==> config.mk <==
export PLATFORM = sky130hd
export DESIGN_NAME = dsc_ctrl
export DESIGN_NICKNAME = d
export VERILOG_FILES = /design/src/rtl/dsc_pkg.sv /design/src/rtl/dsc_ctrl.sv
export SDC_FILE = /design/constraint.sdc
export NUM_CORES = 1
export LEC_CHECK = 0
export ABC_CLOCK_PERIOD_IN_PS = 3390
export BUFFER_PORTS_ARGS = -buffer_cell sky130_fd_sc_hd__buf_2
export CAP_MARGIN = 10
export CORE_AREA = 2 2 39 41
export DETAILED_ROUTE_END_ITERATION = 8
export DIE_AREA = 0 0 41 43
export GPL_TIMING_DRIVEN = 0
export SYNTH_ARGS = -nofsm -noshare
export SYNTH_HDL_FRONTEND = slang
export SYNTH_SLANG_ARGS = --single-unit
==> constraint.sdc <==
create_clock -name clk_i -period 3.39 [get_ports clk_i]
set_clock_uncertainty 0.1 [all_clocks]
set_input_delay 0.1695 -clock clk_i [delete_from_list [all_inputs] [get_ports clk_i]]
set_output_delay 0.1695 -clock clk_i [all_outputs]
set_load 0.05 [all_outputs]
==> src/rtl/dsc_pkg.sv <==
// ----------------------------------------------------------------------------
// dsc_pkg
// Shared constants and types for the distinct substring counter.
// ----------------------------------------------------------------------------
package dsc_pkg;

  localparam int MaxLen   = 1024;
  localparam int AddrW    = $clog2(MaxLen);
  localparam int LenW     = $clog2(MaxLen + 1);
  localparam int NewW     = 11;
  localparam int TotalW   = 20;
  localparam int InDataW  = 8;
  localparam int OutDataW = 32;

  typedef enum logic [2:0] {
    ST_IDLE,
    ST_START,
    ST_FETCH,
    ST_SEED,
    ST_READ,
    ST_CMP,
    ST_DONE
  } ctrl_state_e;

  // Commands from the controller to the datapath.
  typedef struct packed {
    logic accept;  // latch input byte, clear or set drop
    logic start;   // append byte, begin scan at i=1
    logic seed;    // compute initial z for position i
    logic read;    // read state; unused by the datapath, whose byte reads for z and i+z are unconditional
    logic cmp;     // extend z on a match with i+z < n, else close position i
    logic finish;  // update totals unless dropped, load output
  } dsc_cmd_t;

  // Status from the datapath.
  typedef struct packed {
    logic full;       // byte is dropped
    logic scan_done;  // i reached n
    logic ext_ok;     // i+z < n, a comparison is needed
    logic match;      // compared bytes are equal
  } dsc_sts_t;

endpackage

==> src/rtl/dsc_ctrl.sv <==
// ----------------------------------------------------------------------------
// dsc_ctrl
// Sequencer for the Z-function scan: two byte reads and one compare per step.
// ----------------------------------------------------------------------------
module dsc_ctrl (
  input  logic              clk_i,
  input  logic              rst_ni,
  input  logic              in_valid_i,
  output logic              in_ready_o,
  output logic              out_valid_o,
  input  logic              out_ready_i,
  input  dsc_pkg::dsc_sts_t sts_i,
  output dsc_pkg::dsc_cmd_t cmd_o
);
  import dsc_pkg::*;

  ctrl_state_e state_q, state_d;
  logic        ovalid_q, ovalid_d;

  always_comb begin
    state_d = state_q;
    case (state_q)
      ST_IDLE:  if (in_valid_i && !ovalid_q) state_d = ST_START;
      ST_START: state_d = sts_i.full ? ST_DONE : ST_FETCH;
      // previous Z value is read here, in the state before seeding
      ST_FETCH: state_d = sts_i.scan_done ? ST_DONE : ST_SEED;
      ST_SEED:  state_d = ST_READ;
      ST_READ:  state_d = ST_CMP;
      // the compare either extends z or closes the position
      ST_CMP:   state_d = (sts_i.match && sts_i.ext_ok) ? ST_READ : ST_FETCH;
      ST_DONE:  state_d = ST_IDLE;
      default:  state_d = ST_IDLE;
    endcase
  end

  always_comb begin
    cmd_o        = '0;
    in_ready_o   = (state_q == ST_IDLE) && !ovalid_q;
    cmd_o.accept = in_ready_o && in_valid_i;
    case (state_q)
      ST_START: cmd_o.start  = !sts_i.full;
      ST_SEED:  cmd_o.seed   = 1'b1;
      ST_READ:  cmd_o.read   = 1'b1;
      ST_CMP:   cmd_o.cmp    = 1'b1;
      ST_DONE:  cmd_o.finish = 1'b1;
      default:  ;
    endcase
  end

  always_comb begin
    ovalid_d = ovalid_q;
    if (out_ready_i) ovalid_d = 1'b0;
    if (state_q == ST_DONE) ovalid_d = 1'b1;
  end

  always_ff @(posedge clk_i or negedge rst_ni) begin
    if (!rst_ni) begin
      state_q  <= ST_IDLE;
      ovalid_q <= 1'b0;
    end else begin
      state_q  <= state_d;
      ovalid_q <= ovalid_d;
    end
  end

  assign out_valid_o = ovalid_q;

endmodule

======== Yosys cells after proc, flatten, opt, wreduce, memory -nomap -nowiden ========
Cells that the tools add are included.
word-level totals
  flip-flop bits (word level) ............. 4
  logic and storage cells ................. 29
cells by class
  eq/ne operators ......................... 7
  muxes and demuxes ....................... 12
  reduce and logical (&&, ||, !) cells .... 8
operators by type and width
  operator                                                               number
  3-bit one-hot mux with 6 select lines                                  1
  3-bit 2-to-1 mux                                                       4
  3-bit equality test, second input constant                             3
  1-bit 2-to-1 mux                                                       7
  3-bit by 2-bit equality test with 1-bit output, second input constant  2
  1-bit logical AND                                                      4
  3-bit by 1-bit equality test with 1-bit output, second input constant  1
  3-bit logical NOT                                                      1
  1-bit logical NOT                                                      2
  2-bit != test, second input constant                                   1
  2-bit nonzero test                                                     1

======== Longest topological paths before layout ========
  depth after elaboration ................. 4
  depth in mapped cells ................... 3
  gate-level depth less buffers ........... 2

======== Least setup slack after synthesis ========
No wires, ideal clock.
  path type ............................... register -> output
  start ................................... register state_q[2]
  end ..................................... output cmd_o[4] (netlist name)
  data required time ...................... 3,120 ps
  data arrival time ....................... 2,204 ps
  setup slack ............................. 916 ps
  stages on the path, launching flop included .. 3
  cell sequence ........................... dfrtp_1 buf_6 nor4b_1
RTL lines
  what                    line            RTL
  start, declared         dsc_ctrl.sv:17  ctrl_state_e state_q, state_d;
  start signal, assigned  dsc_ctrl.sv:61  state_q <= state_d;
  end, declared           dsc_ctrl.sv:13  output dsc_pkg::dsc_cmd_t cmd_o

==> results by group <==
Worst hold path
  • HP Class: in2reg
  • Hold Path Stages: 3
  • Min-delay src: out_ready_i
  • Hold path endpoint: out_valid_o

CTS
  • Clock Latency Late Sink: 0.24 ns
  • CTS clk-pin slew, worst paths: 0.04 ns
  • CTS tree: built
  • Num CTS Buffers: 3
  • Htree depth: 1
  • CTS sink count: 4
  • Root Driver: clkbuf_4
  • Clock Tree Buf Depth: 2

Pwr
  • Comb power frac: 0.688
  • Total design power: 506 µW
  • Int Pwr: 243 µW
  • Switching Fraction: 0.520
  • Clock share of power: 0.115
  • Net Sw Power: 263 µW
  • Sequential power share: 0.197
  • Worst vdd ir: 0.375 mV
  • Pwr per Cell Area: 1160 nW/µm²
  • Lkg Pwr: 0.231 nW

Placed design
  • Post-detail-place hpwl: 456 µm
  • Placed cells: 62
  • Placed cell area: 405 µm²
  • GP Congestion: 0.688
  • Port-buffer cells: 15

Floorplanning
  • Die width: 41 µm
  • Initial Utilization: 0.224
  • Die area: 1760 µm²
  • Die Y: 43 µm
  • Num rows: 14
  • Core region area: 1380 µm²
  • Io pins: 16

Drt
  • Metal2 WL: 245 µm
  • Total Wirelength: 605 µm
  • Drt wl/cell: 9.17 µm
  • Via/cell ratio: 4.18
  • Via count: 276
  • DR WL met3: 39 µm
  • Metal-1 WL: 293 µm
  • DRC viols: 0
  • Initial DRC count: 6
  • Post-route antenna net violation count: 0
  • Drt first pass iters: 4
  • Top Layer Used: met4

Global route
  • Largest net degree at the start of global routing: 11
  • Grt total ovfl: 0
  • Global-route wire length before repair: 1090 µm
  • Initial antenna violation count: 0
  • Aggregate global-route resource usage: 0.0989
  • Number of global-route vias before repair: 252

Worst setup path
  • Crit. End Element: output pin
  • CP Max Fanout: 10
  • Worst flop-to-flop path startpoint: state_q[2]
  • Worst setup SP type: flop
  • Reg2reg end: state_q[2]
  • R2R depth: 3
  • R2R setup slack: 2.24 ns
  • Critical Path RT: 3.12 ns
  • Critical path class: reg2out
  • CP arrival: 1.44 ns

Logic synthesis
  • Cells after Synth: 31
  • Mapped cell area: 310 µm²
  • Count leader, synth: dfrtp_1
  • Async set-reset flop share out of synthesis: 1.00
  • Syn nets: 39
  • Main synth FF type: dfrtp_1
  • Synth cell count leaders: dfrtp_1 (4), nand2_1 (3), and3b_2 (2), buf_6 (2), nor2_1 (2)
  • Mapped Avg Cell Area: 10.0 µm²
  • Post-synth EDFFs: 0
  • Yosys reg bits: 4
  • Yosys cell types: 23
  • Yosys top cell area share: 0.323
  • YS warnings: 0
  • Largest area contributor in the netlist: dfrtp_1
  • Sequential share of the synthesized area: 0.323
  • Top cells by area, synth: dfrtp_1 (32%), buf_6 (7.3%), nor4_4 (6.9%)

Run status
  • Run status: finished clean

STA
  • Final setup TNS: 0 ns
  • RSZ-0062 raised after global routing: no
  • Max Freq: 0.584 GHz
  • Fin. Hold Viols: 0
  • Hold slack: 0.109 ns
  • Setup violations, final: 0
  • Slew @ Worst Pin: 0.251 ns
  • Count of pins over their slew limit: 0
  • Slew headroom: 0.833
  • Period minus WS final: 1.71 ns
  • Tcrit/Tclk final: 0.505

Final layout
  • Nets@finish: 60
  • Final std cells w/o fill: 66
  • Final instance area: 438 µm²
  • Layout area overhead: 41.1%
  • Ant diodes: 0
  • Fillers: 153
  • Share of layout cells above drive strength 1: 0.540

Job
  • Max Cap Viol: 0
cell type report:
class	instances	area, µm²	share of cell area
well taps	16	20.0	0.0457
inverters	1	3.75	0.00857
multi-input cells	22	163	0.371
clock buffers	3	22.5	0.0514
flip-flops and latches	4	100	0.229
repair buffers	16	85.1	0.194
plain buffers	4	43.8	0.100
worst max-delay path by stage:
| stage | depth (start not counted) | slack, ns | end | from |
|---|---|---|---|---|
| finish | 4 | 1.68 | cmd_o[5] | state_q[1] |
| global route | 4 | 1.55 | cmd_o[5] | state_q[1] |
| CTS | 4 | 1.66 | cmd_o[5] | state_q[1] |
| detailed placement | 4 | 1.91 | cmd_o[5] | state_q[1] |
| global placement | 4 | 1.92 | cmd_o[5] | state_q[1] |
| floorplan | 2 | 0.92 | cmd_o[4] | state_q[2] |
power by group through the flow:
stage / sequential (mW) / combinational (mW) / clock [mW]
final: 0.100 / 0.348 / 0.0580
after global routing: 0.104 / 0.376 / 0.0657
after CTS: 0.100 / 0.352 / 0.0609
after detailed placement: 0.101 / 0.349 / 0
after global placement: 0.100 / 0.348 / 0
after floorplan: 0.119 / 0.270 / 0
sequential cells by signal, summed over array words and instances (netlist names):
name	cells
state_q	3
out_valid_o	1
worst max-delay path, cell delays in order, from the launching register on:
cell	delay, ns
dfrtp_1	0.37
clkbuf_8	0.17
nor4_4	0.27
and2_1	0.15
buf_2	0.25
per-layer routing:
metal  GRT usage  up-vias
met5           0        -
met4       0.100        0
met3      0.0314        5
met2       0.113       14
met1       0.134      111
li1            -      146
through the flow:
| stage | worst slack (ns) | util |
|---|---|---|
| after CTS | 1.66 | 0.316 |
| after detailed placement | 1.91 | 0.293 |
| after floorplan | 0.916 | - |
| after global routing | 1.55 | 0.316 |
| final | 1.68 | 0.316 |
| after global placement | 1.92 | 0.293 |
kinds of logic after synthesis:
group                  share of synthesized area
DFF                                        0.323
and+or+nand+nor                            0.367
AOI/OAI and AO/OA                          0.157
buffers and inverters                      0.153
placed cells by master (no fill, tap or decap):
master / instances
a22o_1: 1
o21a_1: 1
clkbuf_8: 1
a222oi_1: 1
inv_1: 1
buf_6: 2
and2_2: 1
and2_1: 1
buf_2: 15
and3b_2: 2
nor4_4: 1
nor3b_1: 1
nand2_1: 3
dlygate4sd3_1: 1
clkbuf_4: 3
buf_4: 1
a21o_1: 1
nor2_1: 2
nand2b_1: 1
nor2_2: 1
nor4b_1: 1
o21bai_1: 1
nor2b_1: 1
a211oi_1: 1
nand3_1: 1
dfrtp_1: 4
timing repair:
action | in CTS | in global routing
endpoints found under the hold margin | 4 | 0
hold buffers | 1 | 0
resized for setup | 0 | 0
buffers inserted | 0 | 0
Note: power is estimated with default switching activity, not from simulation.
